===== config.mk =====
export PLATFORM = sky130hd
export DESIGN_NAME = pulse_width_sensor_frame_decoder_unit
export DESIGN_NICKNAME = d
export VERILOG_FILES = /design/src/hdl/pwsfd_pkg.sv /design/src/hdl/pwsfd_req_stage.sv /design/src/hdl/pwsfd_frame_core.sv /design/src/hdl/pwsfd_rsp_stage.sv /design/src/hdl/pulse_width_sensor_frame_decoder_unit.sv
export SDC_FILE = /design/constraint.sdc
export NUM_CORES = 1
export LEC_CHECK = 0
export ABC_AREA = 1
export BUFFER_PORTS_ARGS = -buffer_cell sky130_fd_sc_hd__buf_2
export CORE_MARGIN = 2
export CORE_UTILIZATION = 45
export DETAILED_ROUTE_END_ITERATION = 8
export PLACE_DENSITY = 0.68
export SLEW_MARGIN = 20
export SYNTH_ARGS = -nofsm -noshare
export SYNTH_HDL_FRONTEND = slang
export SYNTH_HIERARCHICAL = 1
export SYNTH_SLANG_ARGS = --single-unit

===== constraint.sdc =====
create_clock -name clock -period 4.35 [get_ports clock]
set_input_delay 0.2175 -clock clock [delete_from_list [all_inputs] [get_ports clock]]
set_output_delay 0.2175 -clock clock [all_outputs]
set_load 0.005 [all_outputs]

===== src/hdl/pwsfd_pkg.sv =====
// shared types and constants for the pulse width sensor frame decoder
package pwsfd_pkg;

   localparam int DURATION_WIDTH = 15;
   localparam int SHIFT_WIDTH = 40;
   localparam int COUNT_WIDTH = 7;
   localparam int VALUE_WIDTH = 16;

   localparam logic [DURATION_WIDTH-1:0] THRESHOLD_RESET = 15'd45;
   localparam logic [COUNT_WIDTH-1:0] MIN_FRAME_SYMBOLS = 7'd41;
   localparam logic [COUNT_WIDTH-1:0] COUNT_SATURATE = 7'd64;
   localparam logic [VALUE_WIDTH-1:0] SIGN_BIT = 16'h8000;
   localparam logic [VALUE_WIDTH-1:0] MAG_MASK = 16'h7FFF;

   typedef enum logic [1:0] {
      STATUS_OK          = 2'd0,
      STATUS_FRAME_ERR   = 2'd1,
      STATUS_NO_RESPONSE = 2'd2,
      STATUS_NOT_PRESENT = 2'd3
   } read_status_type;

   typedef struct packed {
      logic [DURATION_WIDTH-1:0] high_duration_us;
      logic                      frame_end;
      logic                      capture_failed;
   } req_item_type;

   typedef struct packed {
      logic [VALUE_WIDTH-1:0]        humidity_x10;
      logic signed [VALUE_WIDTH-1:0] temperature_x10;
      read_status_type               read_status;
   } rsp_item_type;

   // handshake between the frame core and the output register
   typedef struct packed {
      logic load;
      logic space;
   } rsp_ctrl_type;

endpackage


===== src/hdl/pwsfd_req_stage.sv =====
// input register for symbol requests
module pwsfd_req_stage (
   input  logic                  clock,
   input  logic                  reset,
   input  logic                  req_tvalid,
   output logic                  req_tready,
   input  pwsfd_pkg::req_item_type req_item,
   input  logic                  item_take,
   output logic                  item_valid,
   output pwsfd_pkg::req_item_type item
);

   logic                    valid_ff, valid_in;
   pwsfd_pkg::req_item_type item_ff;

   // a new request may enter when the held one leaves in the same cycle
   assign req_tready = !valid_ff || item_take;
   assign valid_in = (req_tvalid && req_tready) || (valid_ff && !item_take);

   always_ff @(posedge clock) begin
      if (reset) begin
         valid_ff <= 1'b0;
      end else begin
         valid_ff <= valid_in;
      end
   end

   always_ff @(posedge clock) begin
      if (req_tvalid && req_tready) begin
         item_ff <= req_item;
      end
   end

   assign item_valid = valid_ff;
   assign item = item_ff;

endmodule


===== src/hdl/pwsfd_frame_core.sv =====
// bit decode, frame checks and held sensor values
module pwsfd_frame_core (
   input  logic                                       clock,
   input  logic                                       reset,
   input  logic                                       csr_wr_en,
   input  logic [pwsfd_pkg::DURATION_WIDTH-1:0]       csr_wr_data,
   input  logic                                       item_valid,
   input  pwsfd_pkg::req_item_type                    item,
   output logic                                       item_take,
   output pwsfd_pkg::rsp_ctrl_type                    rsp_ctrl_load,
   input  logic                                       rsp_space,
   output pwsfd_pkg::rsp_item_type                    rsp_item
);

   logic [pwsfd_pkg::DURATION_WIDTH-1:0] threshold_ff;
   logic [pwsfd_pkg::SHIFT_WIDTH-1:0]    shift_ff, shift_in;
   logic [pwsfd_pkg::COUNT_WIDTH-1:0]    count_ff, count_in, count_step;
   logic [pwsfd_pkg::VALUE_WIDTH-1:0]    humidity_ff, humidity_in;
   logic [pwsfd_pkg::VALUE_WIDTH-1:0]    temperature_ff, temperature_in;
   pwsfd_pkg::read_status_type           status_ff, status_in;

   logic [pwsfd_pkg::SHIFT_WIDTH-1:0] shifted;
   logic [7:0]                        b0, b1, b2, b3, b4, sum;
   logic [pwsfd_pkg::VALUE_WIDTH-1:0] raw_t, mag, conv_t;
   logic                              emits, frame_good;

   assign shifted = {shift_ff[pwsfd_pkg::SHIFT_WIDTH-2:0],
                     item.high_duration_us > threshold_ff};
   assign count_step = (count_ff < pwsfd_pkg::COUNT_SATURATE) ?
                       count_ff + 7'd1 : count_ff;

   assign b0 = shifted[39:32];
   assign b1 = shifted[31:24];
   assign b2 = shifted[23:16];
   assign b3 = shifted[15:8];
   assign b4 = shifted[7:0];
   assign sum = b0 + b1 + b2 + b3;
   assign frame_good = (count_step >= pwsfd_pkg::MIN_FRAME_SYMBOLS) && (sum == b4);

   // sign-magnitude to two's complement, negative zero becomes zero
   assign raw_t = {b2, b3};
   assign mag = raw_t & pwsfd_pkg::MAG_MASK;
   assign conv_t = ((raw_t & pwsfd_pkg::SIGN_BIT) != '0) ? (16'd0 - mag) : raw_t;

   assign emits = item.capture_failed || item.frame_end;
   assign item_take = item_valid && (!emits || rsp_space);
   assign rsp_ctrl_load.load = item_take && emits;
   assign rsp_ctrl_load.space = rsp_space;

   always_comb begin
      shift_in = shift_ff;
      count_in = count_ff;
      humidity_in = humidity_ff;
      temperature_in = temperature_ff;
      status_in = status_ff;
      if (item_take) begin
         priority if (item.capture_failed) begin
            status_in = pwsfd_pkg::STATUS_NO_RESPONSE;
            shift_in = '0;
            count_in = '0;
         end else if (item.frame_end) begin
            shift_in = '0;
            count_in = '0;
            if (frame_good) begin
               humidity_in = {b0, b1};
               temperature_in = conv_t;
               status_in = pwsfd_pkg::STATUS_OK;
            end else begin
               status_in = pwsfd_pkg::STATUS_FRAME_ERR;
            end
         end else begin
            shift_in = shifted;
            count_in = count_step;
         end
      end
   end

   always_ff @(posedge clock) begin
      if (reset) begin
         threshold_ff <= pwsfd_pkg::THRESHOLD_RESET;
         shift_ff <= '0;
         count_ff <= '0;
         humidity_ff <= '0;
         temperature_ff <= '0;
         status_ff <= pwsfd_pkg::STATUS_NOT_PRESENT;
      end else begin
         if (csr_wr_en) begin
            threshold_ff <= csr_wr_data;
         end
         shift_ff <= shift_in;
         count_ff <= count_in;
         humidity_ff <= humidity_in;
         temperature_ff <= temperature_in;
         status_ff <= status_in;
      end
   end

   assign rsp_item.humidity_x10 = humidity_in;
   assign rsp_item.temperature_x10 = temperature_in;
   assign rsp_item.read_status = status_in;

endmodule


===== src/hdl/pwsfd_rsp_stage.sv =====
// output register for result requests
module pwsfd_rsp_stage (
   input  logic                    clock,
   input  logic                    reset,
   input  pwsfd_pkg::rsp_ctrl_type rsp_ctrl,
   input  pwsfd_pkg::rsp_item_type rsp_item,
   output logic                    rsp_space,
   output logic                    rsp_tvalid,
   input  logic                    rsp_tready,
   output pwsfd_pkg::rsp_item_type rsp_out
);

   logic                    valid_ff, valid_in;
   pwsfd_pkg::rsp_item_type item_ff;

   assign rsp_space = !valid_ff || rsp_tready;
   assign valid_in = rsp_ctrl.load || (valid_ff && !rsp_tready);

   always_ff @(posedge clock) begin
      if (reset) begin
         valid_ff <= 1'b0;
      end else begin
         valid_ff <= valid_in;
      end
   end

   always_ff @(posedge clock) begin
      if (rsp_ctrl.load && rsp_ctrl.space) begin
         item_ff <= rsp_item;
      end
   end

   assign rsp_tvalid = valid_ff;
   assign rsp_out = item_ff;

endmodule


===== src/hdl/pulse_width_sensor_frame_decoder_unit.sv =====
// top level of the pulse width sensor frame decoder
//
//   port group   direction   contents
//   req_*        in          one captured symbol per request
//   rsp_*        out         held humidity and temperature with status
//   csr_*        in          bit threshold write
//
// a request passes the input register, then decode and state update into the
// output register. one request per cycle is taken while the result side keeps
// up. a symbol that ends a frame or reports a failed capture waits in the input
// register while the output register holds an untaken result. reset is
// synchronous and clears the valid flags of both registers.
module pulse_width_sensor_frame_decoder_unit (
   input  logic        clock,
   input  logic        reset,
   input  logic        req_tvalid,
   output logic        req_tready,
   input  logic [15:0] req_tdata,   // [14:0] high_duration_us, [15] zero
   input  logic        req_tlast,   // frame_end
   input  logic        req_tuser,   // capture_failed
   output logic        rsp_tvalid,
   input  logic        rsp_tready,
   output logic [31:0] rsp_tdata,   // [15:0] humidity_x10, [31:16] temperature_x10
   output logic [1:0]  rsp_tuser,   // read_status
   input  logic        csr_wr_en,
   input  logic [14:0] csr_wr_data  // bit_threshold_us
);

   pwsfd_pkg::req_item_type req_item, item;
   pwsfd_pkg::rsp_item_type core_item, rsp_out;
   pwsfd_pkg::rsp_ctrl_type rsp_ctrl;
   logic                    item_valid, item_take, rsp_space;

   assign req_item.high_duration_us = req_tdata[14:0];
   assign req_item.frame_end = req_tlast;
   assign req_item.capture_failed = req_tuser;

   pwsfd_req_stage u_req_stage (
      .clock      (clock),
      .reset      (reset),
      .req_tvalid (req_tvalid),
      .req_tready (req_tready),
      .req_item   (req_item),
      .item_take  (item_take),
      .item_valid (item_valid),
      .item       (item)
   );

   pwsfd_frame_core u_frame_core (
      .clock         (clock),
      .reset         (reset),
      .csr_wr_en     (csr_wr_en),
      .csr_wr_data   (csr_wr_data),
      .item_valid    (item_valid),
      .item          (item),
      .item_take     (item_take),
      .rsp_ctrl_load (rsp_ctrl),
      .rsp_space     (rsp_space),
      .rsp_item      (core_item)
   );

   pwsfd_rsp_stage u_rsp_stage (
      .clock      (clock),
      .reset      (reset),
      .rsp_ctrl   (rsp_ctrl),
      .rsp_item   (core_item),
      .rsp_space  (rsp_space),
      .rsp_tvalid (rsp_tvalid),
      .rsp_tready (rsp_tready),
      .rsp_out    (rsp_out)
   );

   assign rsp_tdata = {rsp_out.temperature_x10, rsp_out.humidity_x10};
   assign rsp_tuser = rsp_out.read_status;

endmodule

-- After elaboration in Yosys (flattened, before gate mapping)
Index checks and enable logic that the tools add are counted.
- flip-flop bits (word level): 148
- bits of input ports: 38
- output and inout bits: 36
- logic and storage cells: 59
- $add $sub $neg: 5
- order comparisons: 3
- eq/ne operators: 1
- muxes and demuxes: 18
- reduce and logical (&&, ||, !) cells: 18
- operators by type and width (operator ; count):
    16-bit 2-to-1 mux ; 9
    39-bit 2-to-1 mux ; 2
    8-bit adder ; 3
    7-bit 2-to-1 mux ; 3
    1-bit by 15-bit subtractor with 16-bit output, first input constant ; 1
    15-bit > comparator ; 1
    8-bit == test ; 1
    7-bit by 1-bit adder with 7-bit output, second input constant ; 1
    7-bit by 6-bit >= comparator with 1-bit output, second input constant ; 1
    1-bit logical AND ; 7
    7-bit < comparator, second input constant ; 1
    1-bit logical OR ; 6
    2-bit 2-to-1 mux ; 3
    1-bit logical NOT ; 5
    1-bit 2-to-1 mux ; 1

-- Logic depth before layout (Yosys ltp)
- depth in word-level cells: 9
- gate-level depth with buffers: 21

-- By module
Netlist, hierarchy kept.
- by module, submodules not included (module ; instances ; cells each ; area an instance (µm²) ; sequential area each (µm²)):
    pwsfd_frame_core ; 1 ; 751 ; 5370.2 ; 1901.8
    pwsfd_rsp_stage ; 1 ; 41 ; 1071.0 ; 1041.0
    pwsfd_req_stage ; 1 ; 23 ; 558.0 ; 530.5

-- Worst setup path after synthesis
OpenSTA, ideal clock, no wires.
- path kind: reg2reg
- start: register u_frame_core/shift_ff[8] in the netlist's numbering
- end: register u_rsp_stage.item_ff (netlist bit u_rsp_stage/rsp_out[10]) (data pin)
- setup time: 0.251 ns
- arrival: 3.254 ns
- slack: 0.845 ns
- cell stages (with the launch flop): 19
- clock period less this slack: 3.505 ns
- cells stage by stage: dfxtp_1 > fa_1 > inv_1 > fa_1 > inv_1 > ha_1 > fa_1 > inv_1 > a21oi_1 > nand3_1 > nor2_1 > nand2_1 > nor2_2 > nand4_2 > nor2_8 > buf_4 > nand3_1 > nand2_1 > inv_1
- RTL lines (what ; line ; source):
    from (decl) ; pwsfd_frame_core.sv:16 ; logic [pwsfd_pkg::SHIFT_WIDTH-1:0] shift_ff, shift_in;
    from (signal assigned) ; pwsfd_frame_core.sv:90 ; shift_ff <= shift_in;
    to (signal assigned) ; pwsfd_rsp_stage.sv:29 ; item_ff <= rsp_item;
    to (decl) ; pwsfd_rsp_stage.sv:14 ; pwsfd_pkg::rsp_item_type item_ff;

==> impl_metrics.toml <==
[setup_path]
r2r_cells = 18
endpoint_kind = "register"
rr_startpoint = "u_frame_core/shift_ff[8]"
path_max_fanout = 25
required_ns = 4.52
critical_path_class = "reg2reg"
r2r_setup_slack_ns = 0.42
cp.arrival_ns = 4.10
start_kind = "register"
worstReg2RegEnd = "u_rsp_stage/rsp_out[32]"

[grt]
grt_pass1_vias = 4953
gr-total-overflow = 0
antenna_found_initial = 0
grt_pass1_wl_um = 23300
grt_max_degree = 48
grtUsageTotal_pct = 17.9

[routing]
routedWlPerCell_um = 12.5
ant_nets = 0
drtIter0Drc = 310
num_vias = 5340
drc = 0
via_per_inst = 4.85
firstDrtPassIters = 4
routed_wl_um = 13800

[layout]
syn2layout_area_growth_pct = 18.0
layout_common_cells = "nand2_1, dfxtp_1, inv_1, a21oi_1, buf_2"
fin_util_pct = 54.3
fin_cells = 1102
layout_commonest_cell = "nand2_1"
fin_nets = 977
antenna_cells = 0
drive_above_1_share_pct = 16.2
stdcell_area_um2 = 8260

[power]
ir_drop_v = 0.000288
cellLeakagePower_nw = 3.67
power.share.switching_pct = 22.0
intPower_mw = 2.40
p_per_area_nw_per_um2 = 373
seqPwrFrac_pct = 48.4
net-switching-power_mw = 0.677
clockPowerShare_pct = 45.1
comb_power_share_pct = 6.5

[worst_hold_path]
whs_path_depth = 3
holdCritStartpoint = "csr_wr_data[5]"
holdCritPathClass = "in2reg"
whs_endpoint = "u_frame_core/threshold_ff[5]"

[clocking]
cts_resized = 0
worstSkewPairLatency_ns = 0.42
cts-htree-levels = 4
clockBufferDepth = 2
clk_pin_slew_ns = 0.06
cts_buffers = 17
cts_root_buffer = "clkbuf_16"
cts_tree = "built"
cts.sinks = 148

[timing]
clock.fmax_ghz = 0.254
fin_crit_sh_pct = 90.4
maxSlewHeadroom_pct = 44.8
finalHoldViolCount = 0
worst_pin_slew_ns = 0.827
tns_ns = 0
report.final.slew_viol_count = 0
finalCriticalPeriod_ns = 3.93
clock_skew_ns = 0.00608
rsz0062_at_grt = "false"
finalSetupViolations = 0

[die]
die_area_um2 = 16600
die_w_um = 129
start_util_pct = 46.0
fp.dieH_um = 129
core-area_um2 = 15200
num_io_pins = 74
rows = 45

[job]
maxCapViolCount = 0

[place]
io_buffers = 72
place_inst = 1053
post-dp-hpwl_um = 9420
placed_area_um2 = 7530
place.gp.congestion = 0.824

[outcome]
outcome = "completed"

[logic_synthesis]
postSynthAreaPerCell_um2 = 8.59
yosysTopAreaCell = "dfxtp_1"
synthTopCellsByArea = "dfxtp_1, edfxtp_1, nand2_1"
syn_inst = 815
yosysTopAreaCellShare_pct = 27.7
ys_seq_area_share_pct = 49.6
ys_ff_latch = 148
yosysUniqueCellTypes = 40
synth_nets = 891
ys_warn_count = 6
synth_edf_count = 51
syn-cell-area_um2 = 7000
synth_ff_type = "dfxtp_1"
ys_async_sr_fraction_pct = 0
## worst max-delay path: stages (launching register included)
cell	delay, ns
dfxtp_1	0.36
fa_1	0.56
inv_1	0.05
fa_1	0.50
inv_1	0.04
ha_1	0.23
fa_1	0.50
inv_1	0.05
a21oi_1	0.13
nand3_1	0.08
nor2_1	0.11
nand2_1	0.07
nor2_2	0.11
nand3_1	0.08
nor2_1	0.12
nand3_2	0.25
buf_12	0.27
nand2_1	0.09
nand2_1	0.07
## synth_stat cells, types with 2 or more instances
library cell	number
fa_1	14
or2_2	4
a21oi_2	2
xnor2_1	6
ha_1	24
buf_6	4
nand2_2	3
nand3b_1	4
o21ai_0	21
nand3_2	20
nor2_1	32
edfxtp_1	51
dfxtp_1	97
nor3_1	4
clkinv_1	2
buf_2	3
a21oi_1	89
nand2_1	243
inv_2	5
inv_1	94
xor2_1	12
buf_4	2
nand4_1	3
clkbuf_1	20
o21ai_1	2
buf_1	3
nand3_1	38
## state kept, by name, summed over array words and instances, names as in the netlist
| name | count |
|---|---|
| u_rsp_stage/rsp_out | 34 |
| u_req_stage/item_valid | 1 |
| u_frame_core/threshold_ff | 15 |
| u_req_stage/item | 17 |
| u_frame_core/temperature_ff | 16 |
| u_frame_core/humidity_ff | 16 |
| u_rsp_stage/rsp_tvalid | 1 |
| u_frame_core/shift_ff | 39 |
| u_frame_core/status_ff | 2 |
| u_frame_core/count_ff | 7 |
## stage by stage
step	total power [mW]	worst slack [ns]	hold slack, ns
after CTS	3.12	0.386	0.00350
after detailed placement	1.71	0.419	0.396
after floorplan	1.64	0.845	0.280
final	3.08	0.418	0.0169
after global placement	1.71	0.434	0.394
after global routing	3.19	0.194	0.0241
## layout make-up
cell class,instances,area [µm²]
inverters,101,379
well taps,188,235
clock buffers,22,454
repair buffers,99,618
fillers,1382,6940
multi-input cells,534,2990
flip-flops and latches,148,3470
clock inverters,10,109
## metal layers
metal  track usage [%]  up-vias  part of all wire (%)
met1              23.9     2428                    49
met2              27.9       90                    46
li1                  -     2800                     -
met4              8.31        0                   2.2
met5                 0        -                     0
met3              4.16       22                   3.6
## repair_timing
action                    CTS  global route
hold endpoints to repair   17             0
hold buffers               17             0
buffers inserted            0             0
## cell families after synthesis
kind of cell	count (synthesis)	synth area share, %
DFF	148	49.6
and+or+nand+nor	358	23.0
AOI/OAI and AO/OA	119	8.78
adders and majority gates	38	8.29
xor gates and xnor gates	19	2.57
buffers and inverters	133	7.72
## how the worst max path moves through the flow
stage	depth (start not counted)	slack, ns	end	start
after floorplan	18	0.85	u_rsp_stage/rsp_out[10]	u_frame_core/shift_ff[8]
after global placement	17	0.43	u_rsp_stage/rsp_out[11]	u_frame_core/shift_ff[8]
after detailed placement	17	0.42	u_frame_core/humidity_ff[6]	u_frame_core/shift_ff[8]
after CTS	17	0.39	u_frame_core/humidity_ff[6]	u_frame_core/shift_ff[8]
after global routing	17	0.19	u_rsp_stage/rsp_out[3]	u_frame_core/shift_ff[8]
final	18	0.42	u_rsp_stage/rsp_out[32]	u_frame_core/shift_ff[8]
## power by group through the flow
stage | Combinational, mW | Sequential (mW) | Clock, mW
6_report | 0.200 | 1.49 | 1.39
5_1_grt | 0.228 | 1.49 | 1.47
4_1_cts | 0.204 | 1.49 | 1.42
3_5_place_dp | 0.191 | 1.52 | 0
3_3_place_gp | 0.187 | 1.52 | 0
2_1_floorplan | 0.117 | 1.52 | 0
(Power assumes the default switching activity.)
